**config.mk**
```make
export PLATFORM = sky130hd
export DESIGN_NAME = srfc_front
export DESIGN_NICKNAME = d
export VERILOG_FILES = /design/src/hw/rtl/srfc_pkg.sv /design/src/hw/rtl/srfc_front.sv
export SDC_FILE = /design/constraint.sdc
export NUM_CORES = 1
export LEC_CHECK = 0
export BUFFER_PORTS_ARGS = -buffer_cell sky130_fd_sc_hd__buf_2
export CAP_MARGIN = 20
export CORE_MARGIN = 10
export CORE_UTILIZATION = 61
export CTS_BUF_LIST = sky130_fd_sc_hd__clkbuf_4
export CTS_CLUSTER_DIAMETER = 50
export DETAILED_ROUTE_END_ITERATION = 8
export PLACE_DENSITY = 0.9
export SETUP_SLACK_MARGIN = 0.15
export SLEW_MARGIN = 10
export SYNTH_ARGS = -nofsm -noshare
export SYNTH_HDL_FRONTEND = slang
export SYNTH_SLANG_ARGS = --single-unit
```
**constraint.sdc**
```tcl
create_clock -name clk -period 8.3 [get_ports clk]
set_input_delay 1.245 -clock clk [delete_from_list [all_inputs] [get_ports clk]]
set_output_delay 1.245 -clock clk [all_outputs]
set_load 0.03 [all_outputs]
```
**src/hw/rtl/srfc_pkg.sv**
```systemverilog
`timescale 1ns / 1ps

package srfc_pkg;

    localparam int unsigned PAYLOAD_DEPTH = 15;
    localparam int unsigned WORD_COUNT    = 7;
    localparam int unsigned HEADER_BYTES  = 3;

    localparam logic [15:0] CRC_INIT  = 16'hFFFF;
    localparam logic [15:0] CRC_POLY  = 16'hA001;
    localparam logic [7:0]  FUNC_READ = 8'h03;
    localparam logic [7:0]  LEN_SHORT = 8'd3;
    localparam logic [7:0]  LEN_LONG  = 8'd15;
    localparam logic [8:0]  FRAME_OVERHEAD = 9'd5;
    localparam logic [8:0]  COUNT_MAX = 9'd511;

    localparam logic [1:0] ST_OK    = 2'd0;
    localparam logic [1:0] ST_CRC   = 2'd1;
    localparam logic [1:0] ST_FRAME = 2'd2;

    localparam logic [1:0] CFG_WIND     = 2'd0;
    localparam logic [1:0] CFG_CO       = 2'd1;
    localparam logic [1:0] CFG_RESIDUAL = 2'd2;
    localparam logic [1:0] CFG_SEVEN    = 2'd3;

    localparam logic [3:0] QTY_WIND       = 4'd0;
    localparam logic [3:0] QTY_CO         = 4'd1;
    localparam logic [3:0] QTY_RESIDUAL   = 4'd2;
    localparam logic [3:0] QTY_SEVEN_BASE = 4'd3;
    localparam logic [2:0] LAST_WORD      = 3'd6;

    typedef struct packed {
        logic [7:0] rx_byte;
        logic       end_of_frame;
        logic [7:0] expected_address;
        logic [3:0] sensor_slot;
    } in_item_t;

    typedef struct packed {
        logic [3:0]  slot_out;
        logic [1:0]  status;
        logic [7:0]  model_code;
        logic [3:0]  quantity;
        logic [15:0] reading;
        logic        last_result;
    } out_item_t;

    typedef struct packed {
        logic [3:0]                   slot;
        logic [1:0]                   status;
        logic [7:0]                   model;
        logic [3:0]                   quantity;
        logic                         seven;
        logic [WORD_COUNT-1:0][15:0]  words;
    } frame_t;

    function automatic logic [15:0] crc_byte(input logic [15:0] crc, input logic [7:0] b);
        logic [15:0] r;
        r = crc ^ {8'h00, b};
        for (int i = 0; i < 8; i++)
        begin
            r = r[0] ? ((r >> 1) ^ CRC_POLY) : (r >> 1);
        end
        return r;
    endfunction

endpackage

```
**src/hw/rtl/srfc_front.sv**
```systemverilog
`timescale 1ns / 1ps

module srfc_front
    import srfc_pkg::*;
#(
    parameter int SENSOR_SLOTS = 16
)
(
    input  logic       clk,
    input  logic       rst_n,
    input  logic       in_valid,
    output logic       in_ready,
    input  in_item_t   in_data,
    input  logic       cfg_valid,
    output logic       cfg_ready,
    input  logic [1:0] cfg_index,
    input  logic [7:0] cfg_data,
    output logic       push,
    input  logic       push_ready,
    output frame_t     push_frame
);

    logic [15:0] crc_reg, crc_next;
    logic [8:0]  cnt_reg, cnt_next;
    logic [7:0]  addr_reg, func_reg, len_reg;
    logic [7:0]  store_reg [PAYLOAD_DEPTH];
    logic [7:0]  code_reg [4];
    logic        accept;
    logic [15:0] crc_upd;
    logic [8:0]  cnt_inc;
    logic [8:0]  store_pos;
    logic [7:0]  model;
    logic [1:0]  status;
    logic [3:0]  quantity;
    logic        seven;

    assign in_ready  = push_ready;
    assign cfg_ready = 1'b1;
    assign accept    = in_valid && in_ready;
    assign crc_upd   = crc_byte(crc_reg, in_data.rx_byte);
    assign cnt_inc   = (cnt_reg == COUNT_MAX) ? cnt_reg : cnt_reg + 9'd1;
    assign store_pos = cnt_reg - 9'd3;
    assign model     = store_reg[0];

    // frame checks on the final byte
    always_comb
    begin
        status   = ST_OK;
        quantity = QTY_WIND;
        seven    = 1'b0;
        if (cnt_inc < FRAME_OVERHEAD)
            status = ST_FRAME;
        else if (crc_upd != 16'h0000)
            status = ST_CRC;
        else if (addr_reg != in_data.expected_address || func_reg != FUNC_READ)
            status = ST_FRAME;
        else if (cnt_inc != {1'b0, len_reg} + FRAME_OVERHEAD)
            status = ST_FRAME;
        else if (len_reg != LEN_SHORT && len_reg != LEN_LONG)
            status = ST_FRAME;
        else if ({5'b0, in_data.sensor_slot} >= 9'(SENSOR_SLOTS))
            status = ST_FRAME;
        else if (model == code_reg[CFG_WIND])
            quantity = QTY_WIND;
        else if (model == code_reg[CFG_CO])
            quantity = QTY_CO;
        else if (model == code_reg[CFG_RESIDUAL])
            quantity = QTY_RESIDUAL;
        else if (model == code_reg[CFG_SEVEN])
        begin
            quantity = QTY_SEVEN_BASE;
            seven    = 1'b1;
        end
        else
            status = ST_FRAME;

        if (status == ST_OK && (seven ? (len_reg != LEN_LONG) : (len_reg != LEN_SHORT)))
            status = ST_FRAME;
    end

    always_comb
    begin
        push_frame.slot     = in_data.sensor_slot;
        push_frame.status   = status;
        push_frame.model    = (status == ST_OK) ? model : 8'h00;
        push_frame.quantity = (status == ST_OK) ? quantity : QTY_WIND;
        push_frame.seven    = (status == ST_OK) && seven;
        for (int i = 0; i < WORD_COUNT; i++)
        begin
            push_frame.words[i] = {store_reg[1 + 2 * i], store_reg[2 + 2 * i]};
        end
    end

    assign push = accept && in_data.end_of_frame;

    assign crc_next = (accept && in_data.end_of_frame) ? CRC_INIT : (accept ? crc_upd : crc_reg);
    assign cnt_next = (accept && in_data.end_of_frame) ? 9'd0 : (accept ? cnt_inc : cnt_reg);

    always_ff @(posedge clk or negedge rst_n)
    begin
        if (!rst_n)
        begin
            crc_reg     <= CRC_INIT;
            cnt_reg     <= 9'd0;
            code_reg[0] <= 8'd1;
            code_reg[1] <= 8'd2;
            code_reg[2] <= 8'd3;
            code_reg[3] <= 8'd4;
        end
        else
        begin
            crc_reg <= crc_next;
            cnt_reg <= cnt_next;
            if (cfg_valid && cfg_ready)
                code_reg[cfg_index] <= cfg_data;
        end
    end

    // header and payload capture
    always_ff @(posedge clk)
    begin
        if (accept)
        begin
            if (cnt_reg == 9'd0)
                addr_reg <= in_data.rx_byte;
            else if (cnt_reg == 9'd1)
                func_reg <= in_data.rx_byte;
            else if (cnt_reg == 9'd2)
                len_reg <= in_data.rx_byte;
            else if (store_pos < 9'(PAYLOAD_DEPTH))
                store_reg[store_pos[3:0]] <= in_data.rx_byte;
        end
    end

endmodule

```
**Word-level counts from Yosys, hierarchy flattened**

Memory sizes are Yosys's and may differ from the RTL's.
Index checks and enable logic that the tools add are counted.

- Register bits after elaboration: 81
- Bits in latches: 0
- Bits in writable memories: 120
- Memory bits (read-only): 0
- Input bits: 36
- Output and inout port bits: 134
- Word-level logic and storage cells: 109
- Memories: 1

Memories:

| memory | words | width | rd ports | clocked after memory_dff | write ports | RTL line | source |
|---|---|---|---|---|---|---|---|
| store_reg | 15 | 8 | 15 | 0 | 1 | srfc_front.sv:26 | `logic [7:0] store_reg [PAYLOAD_DEPTH];` |

- Add/sub/neg operators: 3
- Multipliers: 0
- Divide/modulo/power cells: 0
- $lt $le $gt $ge: 4
- Equal/unequal tests: 12
- Shift-type cells: 0
- Muxes and demuxes: 53
- Bitwise gates (word level): 12
- Reduce and logical (&&, ||, !) cells: 15

Operators with widths:

| operator | number |
|---|---|
| 16-bit 2-to-1 mux | 10 |
| 32-bit bitwise mux | 1 |
| 8-bit equality test | 4 |
| 2-bit 2-to-1 mux | 16 |
| 9-bit 2-to-1 mux | 3 |
| 2-bit inverter with 3-bit output | 9 |
| 8-bit demux with 2-bit select | 1 |
| 1-bit 2-to-1 mux | 16 |
| 4-bit 2-to-1 mux | 4 |
| 8-bit 2-to-1 mux | 2 |
| 8-bit by 2-bit != test with 1-bit output (second input constant) | 2 |
| 16-bit nonzero test | 1 |
| 16-bit by 8-bit XOR with 16-bit output | 1 |
| 8-bit by 3-bit adder with 9-bit output (second input constant) | 1 |
| 9-bit by 1-bit adder with 9-bit output (second input constant) | 1 |
| 9-bit by 1-bit equality test with 1-bit output (second input constant) | 1 |
| 9-bit by 2-bit equality test with 1-bit output (second input constant) | 1 |
| 9-bit equality test (second input constant) | 1 |
| 9-bit zero test | 1 |
| 9-bit by 3-bit less-than comparator with 1-bit output (second input constant) | 1 |
| 9-bit by 4-bit less-than comparator with 1-bit output (second input constant) | 1 |
| 9-bit != test | 1 |
| 9-bit by 2-bit subtractor with 9-bit output (second input constant) | 1 |
| 8-bit by 4-bit != test with 1-bit output (second input constant) | 1 |
| 11 further kinds | 18 |

**Logic depth before layout (Yosys ltp)**

Gate-level depths: netlist of the first run.

- Depth in word-level cells: 25
- Gate-level depth with buffers: 13
- Depth with buffers taken out: 12

**Worst setup path after synthesis of the first run**

OpenSTA, ideal clock, no wires.

- Kind: input -> output
- Start: input in_data[18] (netlist bit)
- End: output push_frame[114] (netlist bit)
- Data arrival time: 4.826 ns
- Data required time: 7.055 ns
- Slack: 2.229 ns
- Stages: 12
- Path buffers: 0
- Cells stage by stage: xnor2_1 -> xnor2_1 -> xnor2_1 -> xnor2_1 -> ha_1 -> or4b_1 -> nor4_2 -> o211ai_1 -> nor4_4 -> and4_1 -> o211ai_2 -> nor4b_1

RTL lines:

| element | RTL line | source |
|---|---|---|
| start: declaration | srfc_front.sv:13 | `input in_item_t in_data,` |
| end: declaration | srfc_front.sv:20 | `output frame_t push_frame` |

==> flow_summary.json, run 1 <==
{
  "cpLargestDelayFamily": "simple AND/OR/NAND/NOR gates",
  "drt_wl_total_mm": 21.5,
  "hold_path_depth": 2,
  "avgSynthCellArea_um2": 14.6,
  "final_util": 0.720,
  "critPathMaxStageDelay_ns": 0.45,
  "htreeDepth": 2,
  "root_buffer": "clkbuf_4",
  "start_kind": "input port",
  "fin_crit_sh": 0.786,
  "post_synth_num_cell_types": 68,
  "status": "finished clean",
  "power_density_nw_per_um2": 230,
  "pre_cts_slack_ns": 1.81,
  "fin_ws_ns": 1.77,
  "drt_first_iter_violations": 503,
  "syn_area_um2": 8490,
  "r2r_start": "cnt_reg[0]$_DFFE_PN0P_",
  "crit_cells": 14,
  "hold_viol": 0,
  "min_path_type": "reg -> reg",
  "grt_max_degree": 58,
  "ant_nets": 0,
  "drive_gt1_frac": 0.381,
  "synth_top_area_share": 0.509,
  "drv_slew": 0,
  "finalPower_mw": 2.28,
  "ir_drop_mv": 0.157,
  "initial_utilization": 0.616,
  "leakage_nw": 3.84,
  "clock_sinks": 201,
  "place_inst": 889,
  "wire_per_inst_um": 22.2,
  "setup_viol_count_final": 0,
  "synth_area_leaders": "edfxtp_1 (51%), dfrtp_1 (11%), dfstp_2 (6.5%)",
  "grt-ovfl-total": 0,
  "final_cells": 969,
  "postCtsHoldBufs": 0,
  "cp_common_cell": "xnor2_1",
  "cts_buffer_depth": 3,
  "fin_crit_ns": 6.53,
  "gp_congestion": 0.874,
  "hpwlAfterDp_mm": 15.1,
  "fin_tns_setup_ns": 0,
  "diodes": 0,
  "synth_seq_cells": 201,
  "dieArea_um2": 19000,
  "rr_endpoint": "store_reg[8][3]$_DFFE_PP_",
  "crit_path_end": "push_frame[113]",
  "max-cap-violations": 0,
  "async_reset_ff_frac": 0.284,
  "area_growth_pct": 16.9,
  "seq_area_frac_synth": 0.680,
  "grt_antenna_before_repair": 0,
  "cpMaxStageDelayCell": "or4b_1",
  "cts_tree": "done",
  "r2r_cells": 8,
  "clock_latency_ns": 0.62,
  "vias": 5722,
  "crit_chain": "buf_2 > xnor2_1 > xnor2_1 > xnor2_1 > xnor2_1 > ha_1 > or4b_1 > nor4_2 > o211ai_1 > nor4_4 > and4_1 > o211ai_2 > a2111oi_2 > buf_2",
  "yosysTopAreaCell": "edfxtp_1",
  "rows": 43,
  "cts_buffers": 48,
  "largest_reg_flops": 120,
  "cts_resized": 0,
  "clk_pin_slew_ns": 0.05,
  "portBuffers": 158,
  "cts_setup_buffers": 0,
  "via_per_inst": 5.91,
  "synth-edff-count": 144,
  "fp.coreArea_um2": 13800,
  "grt_pass1_vias": 5963,
  "maxSlewHeadroom": 0.525,
  "max_freq_ghz": 0.153,
  "cp.required_ns": 7.05,
  "io_pins": 170,
  "worstPathArrival_ns": 5.28,
  "grtUsageTotal": 0.227,
  "worst_pin_slew_ns": 0.710,
  "firstDrtPassIters": 5,
  "grt_pass1_wl_mm": 32.9,
  "layout.nets": 803,
  "crit_buf_inv": 2,
  "rsz0062_at_grt": "no",
  "fp.dieW_um": 138,
  "synth_cells": 580,
  "startpoint": "in_data[18]",
  "skew_ns": 0.0302,
  "crit_fanout": 19,
  "drc": 0,
  "die_y_um": 138,
  "critPathKind": "in -> out",
  "end_kind": "primary output",
  "r2r_slack_ns": 4.79,
  "synth_flop_cell": "edfxtp_1",
  "yosys_warnings": 0
}
how the worst min path moves through the flow:
| stage | startpoint | endpoint | slack, ns |
|---|---|---|---|
| after floorplan | crc_reg[15]$_DFFE_PN1P_ | crc_reg[15]$_DFFE_PN1P_ | 0.44 |
| after global placement | crc_reg[4]$_DFFE_PN1P_ | crc_reg[4]$_DFFE_PN1P_ | 0.46 |
| after detailed placement | crc_reg[5]$_DFFE_PN1P_ | crc_reg[5]$_DFFE_PN1P_ | 0.45 |
| after CTS | crc_reg[5]$_DFFE_PN1P_ | crc_reg[5]$_DFFE_PN1P_ | 0.46 |
| after global routing | crc_reg[4]$_DFFE_PN1P_ | crc_reg[4]$_DFFE_PN1P_ | 0.49 |
| final | crc_reg[5]$_DFFE_PN1P_ | crc_reg[5]$_DFFE_PN1P_ | 0.46 |
synthesized netlist by cell type, drive strengths merged, types with 6 or more instances:
| master | count |
|---|---|
| a21oi | 18 |
| and3 | 18 |
| buf | 15 |
| clkbuf | 18 |
| dfrtp | 36 |
| dfstp | 21 |
| edfxtp | 144 |
| ha | 7 |
| inv | 10 |
| mux2 | 32 |
| nand2 | 24 |
| nand3 | 6 |
| nand4 | 10 |
| nor2 | 23 |
| nor3 | 20 |
| nor4 | 10 |
| o21ai | 18 |
| o22a | 6 |
| xnor2 | 45 |
| xor2 | 30 |
where the power goes:
group,internal [mW],leakage (nW),switching (mW)
combinational,0.143,1.55,0.193
clock,0.374,0.329,0.358
sequential,1.16,1.96,0.0541
total,1.68,3.84,0.606
placed cells by master (no fill, tap or decap), types with 18 or more instances in the layout:
cell / synthesis / routed
a21oi_1: 18 / 18
and3_1: 18 / 18
mux2_2: 32 / 32
clkbuf_4: 0 / 68
dfstp_2: 21 / 21
buf_2: 4 / 159
xnor2_1: 45 / 45
xor2_1: 30 / 30
nor2_1: 23 / 23
dfrtp_1: 36 / 36
edfxtp_1: 144 / 144
nand2_1: 24 / 24
stage by stage:
stage          hold WS (ns)  instance area, um2
6_report              0.460                9920
5_1_grt               0.488                9920
4_1_cts               0.463                9920
3_5_place_dp          0.455                9360
3_3_place_gp          0.455                9360
2_1_floorplan         0.442                8490
area by class of cell:
| cell class | instances | area [um2] |
|---|---|---|
| Clock buffer | 68 | 510 |
| Clock inverter | 11 | 45.0 |
| Sequential cell | 201 | 5780 |
| Timing Repair Buffer | 162 | 818 |
| Tap cell | 180 | 225 |
| Multi-Input combinational cell | 337 | 2510 |
| Inverter | 10 | 37.5 |
| Fill cell | 889 | 3850 |
kinds of logic after synthesis:
kind of cell               synth area share
and+or+nand+nor                       0.103
muxes                                0.0424
AOI/OAI and AO/OA                    0.0610
other                              0.000885
DFF                                   0.680
buffers and inverters                0.0245
xor gates and xnor gates             0.0774
adders and majority gates            0.0103
routing by layer:
layer / GRT usage / vias up / share of wire
met5: 0 / - / 0
met4: 0.0834 / 0 / 0.023
met3: 0.0601 / 46 / 0.081
met2: 0.396 / 295 / 0.53
met1: 0.262 / 2841 / 0.37
li1: - / 2540 / -
tightest hold or removal path, stage by stage, from the launching register on:
cell	delay, ns
dfstp_2	0.37
nand2_1	0.05
nand2_1	0.04
No activity file was read; power rests on OpenSTA's default activity.
==> run 2: changes to the inputs <==
--- a/config.mk
+++ b/config.mk
@@ -8,11 +8,11 @@
 export BUFFER_PORTS_ARGS = -buffer_cell sky130_fd_sc_hd__buf_2
 export CAP_MARGIN = 20
 export CORE_MARGIN = 10
-export CORE_UTILIZATION = 61
+export CORE_UTILIZATION = 51
 export CTS_BUF_LIST = sky130_fd_sc_hd__clkbuf_4
 export CTS_CLUSTER_DIAMETER = 50
 export DETAILED_ROUTE_END_ITERATION = 8
-export PLACE_DENSITY = 0.9
+export PLACE_DENSITY = 0.81
 export SETUP_SLACK_MARGIN = 0.15
 export SLEW_MARGIN = 10
 export SYNTH_ARGS = -nofsm -noshare
==> constraint.sdc (replaced) <==
create_clock -name clk -period 5.2 [get_ports clk]
set_input_delay 0.78 -clock clk [delete_from_list [all_inputs] [get_ports clk]]
set_output_delay 0.78 -clock clk [all_outputs]
set_load 0.03 [all_outputs]
==> run 2 against run 1 <==
  * Sequential share of layout area decreased by 2.8 points
  * Via count grew 0.59%
  * Worst setup slack got worse by 1.6 ns
  * Critical path depth unchanged
  * Combinational power up 120%
  * Utilization down 8.8 points
  * Clock power up 76%
  * Clock skew rose by 0.024 ns
  * Worst hold slack got worse by 0.18 ns
  * Global-route usage fell by 3.3 points
  * Power rose by 74%
  * Critical path type is now reg -> out
==> flow_summary.json, run 2 (synthesis results as in run 1) <==
{
  "firstDrtPassIters": 5,
  "cp_common_cell": "xnor2_2",
  "setup_viol_count_final": 0,
  "cts_tree": "done",
  "r2r_slack_ns": 1.94,
  "multi_input_area_um2": 2650,
  "max_freq_ghz": 0.199,
  "leakage_nw": 4.07,
  "cp.required_ns": 4.42,
  "critPathMaxStageDelay_ns": 0.56,
  "hpwlAfterDp_mm": 15.2,
  "fin_tns_setup_ns": 0,
  "cts_buffer_depth": 3,
  "die_y_um": 149,
  "portBuffers": 158,
  "wire_per_inst_um": 21.2,
  "crit_chain": "xnor2_2 > xnor2_1 > xnor2_2 > xnor2_2 > ha_2 > or4b_4 > nor4_2 > o211ai_1 > nor4_4 > buf_4 > a31oi_1 > or3b_4 > nor3_2 > buf_4",
  "root_buffer": "clkbuf_4",
  "clk_pin_slew_ns": 0.07,
  "final_cells": 1048,
  "cpLargestDelayFamily": "simple AND/OR/NAND/NOR gates",
  "worstPathArrival_ns": 4.25,
  "min_path_type": "in -> async",
  "drv_slew": 0,
  "fin_crit_ns": 5.03,
  "fill_cells": 1216,
  "worst_pin_slew_ns": 1.04,
  "io_pins": 170,
  "vias": 5756,
  "crit_cells": 14,
  "final_cell_mix": "buf_2 (148), edfxtp_1 (144), clkbuf_4 (68)",
  "gp_congestion": 0.936,
  "r2r_start": "cnt_reg[1]$_DFFE_PN0P_",
  "status": "finished clean",
  "power_density_nw_per_um2": 380,
  "grt_pass1_wl_mm": 33.6,
  "r2r_cells": 7,
  "grt_max_degree": 58,
  "drc": 0,
  "htreeDepth": 2,
  "ant_nets": 0,
  "largest_reg_flops": 120,
  "fin_crit_sh": 0.968,
  "crit_fanout": 8,
  "placed_area_um2": 9520,
  "ff_latch_area_um2": 5780,
  "clock_sinks": 201,
  "skew_ns": 0.0540,
  "grt_pass1_vias": 5897,
  "rr_endpoint": "store_reg[0][2]$_DFFE_PP_",
  "ir_drop_mv": 0.288,
  "fp.dieW_um": 149,
  "rsz0062_at_grt": "yes",
  "cts_buffers": 50,
  "area_growth_pct": 22.7,
  "critPathKind": "reg -> out",
  "fp.coreArea_um2": 16500,
  "final_common_cell": "buf_2",
  "crit_buf_inv": 2,
  "grtUsageTotal": 0.194,
  "drive_gt1_frac": 0.421,
  "hold_viol": 0,
  "start_kind": "flop",
  "end_kind": "primary output",
  "grt_antenna_before_repair": 1,
  "drt_first_iter_violations": 548,
  "drt_wl_total_mm": 22.2,
  "via_per_inst": 5.49,
  "initial_utilization": 0.516,
  "maxSlewHeadroom": 0.303,
  "max-cap-violations": 0,
  "clock_latency_ns": 0.66,
  "layout.nets": 830,
  "final_util": 0.633,
  "crit_path_end": "push_frame[117]",
  "fin_area_um2": 10400,
  "place_inst": 942,
  "rows": 47,
  "dieArea_um2": 22200,
  "startpoint": "crc_reg[5]$_DFFE_PN1P_",
  "cpMaxStageDelayCell": "dfstp_2",
  "grt-ovfl-total": 0
}
[run 2: final cells by class]
class,instances,share of cell area
Sequential cell,201,0.555
Multi-Input combinational cell,337,0.255
Timing Repair Buffer,187,0.0992
Clock buffer,68,0.0490
Tap cell,220,0.0264
Clock inverter,24,0.0123
Inverter,10,0.00360
Antenna cell,1,0.000240
[run 2: per-stage QoR]
stage	power, mW	setup WS [ns]	hold WS, ns
finish	3.96	0.168	0.283
global route	4.14	0.00353	0.346
CTS	3.92	0.114	0.273
detailed placement	2.53	-0.0112	0.465
global placement	2.50	0.152	0.456
floorplan	2.34	0.286	0.442
[run 2: worst min path at each step]
stage | end | slack (ns) | cells after the start | start
global placement | crc_reg[4]$_DFFE_PN1P_ | 0.46 | 2 | crc_reg[4]$_DFFE_PN1P_
CTS | code_reg[15]$_DFFE_PN0P_ | 0.27 | 2 | rst_n
finish | code_reg[14]$_DFFE_PN0P_ | 0.28 | 2 | rst_n
floorplan | crc_reg[15]$_DFFE_PN1P_ | 0.44 | 2 | crc_reg[15]$_DFFE_PN1P_
detailed placement | crc_reg[3]$_DFFE_PN1P_ | 0.47 | 2 | crc_reg[3]$_DFFE_PN1P_
global route | code_reg[14]$_DFFE_PN0P_ | 0.35 | 2 | rst_n
[run 2: repair_timing]
action | CTS | global route
pin swaps | 12 | 2
hold buffers | 0 | 0
setup buffers | 11 | 2
resized for setup | 19 | 15
endpoints found under the setup margin | 12 | 12
[run 2: layer usage]
metal,global-route usage,part of all wire,up-vias
li1,-,-,2600
met1,0.224,0.37,2812
met2,0.339,0.52,276
met3,0.0513,0.074,68
met4,0.0707,0.037,0
met5,0,0,-
[run 2: where the power goes]
group	switching, mW	internal, mW
clock network	0.626	0.666
registers	0.0903	1.85
logic	0.373	0.354
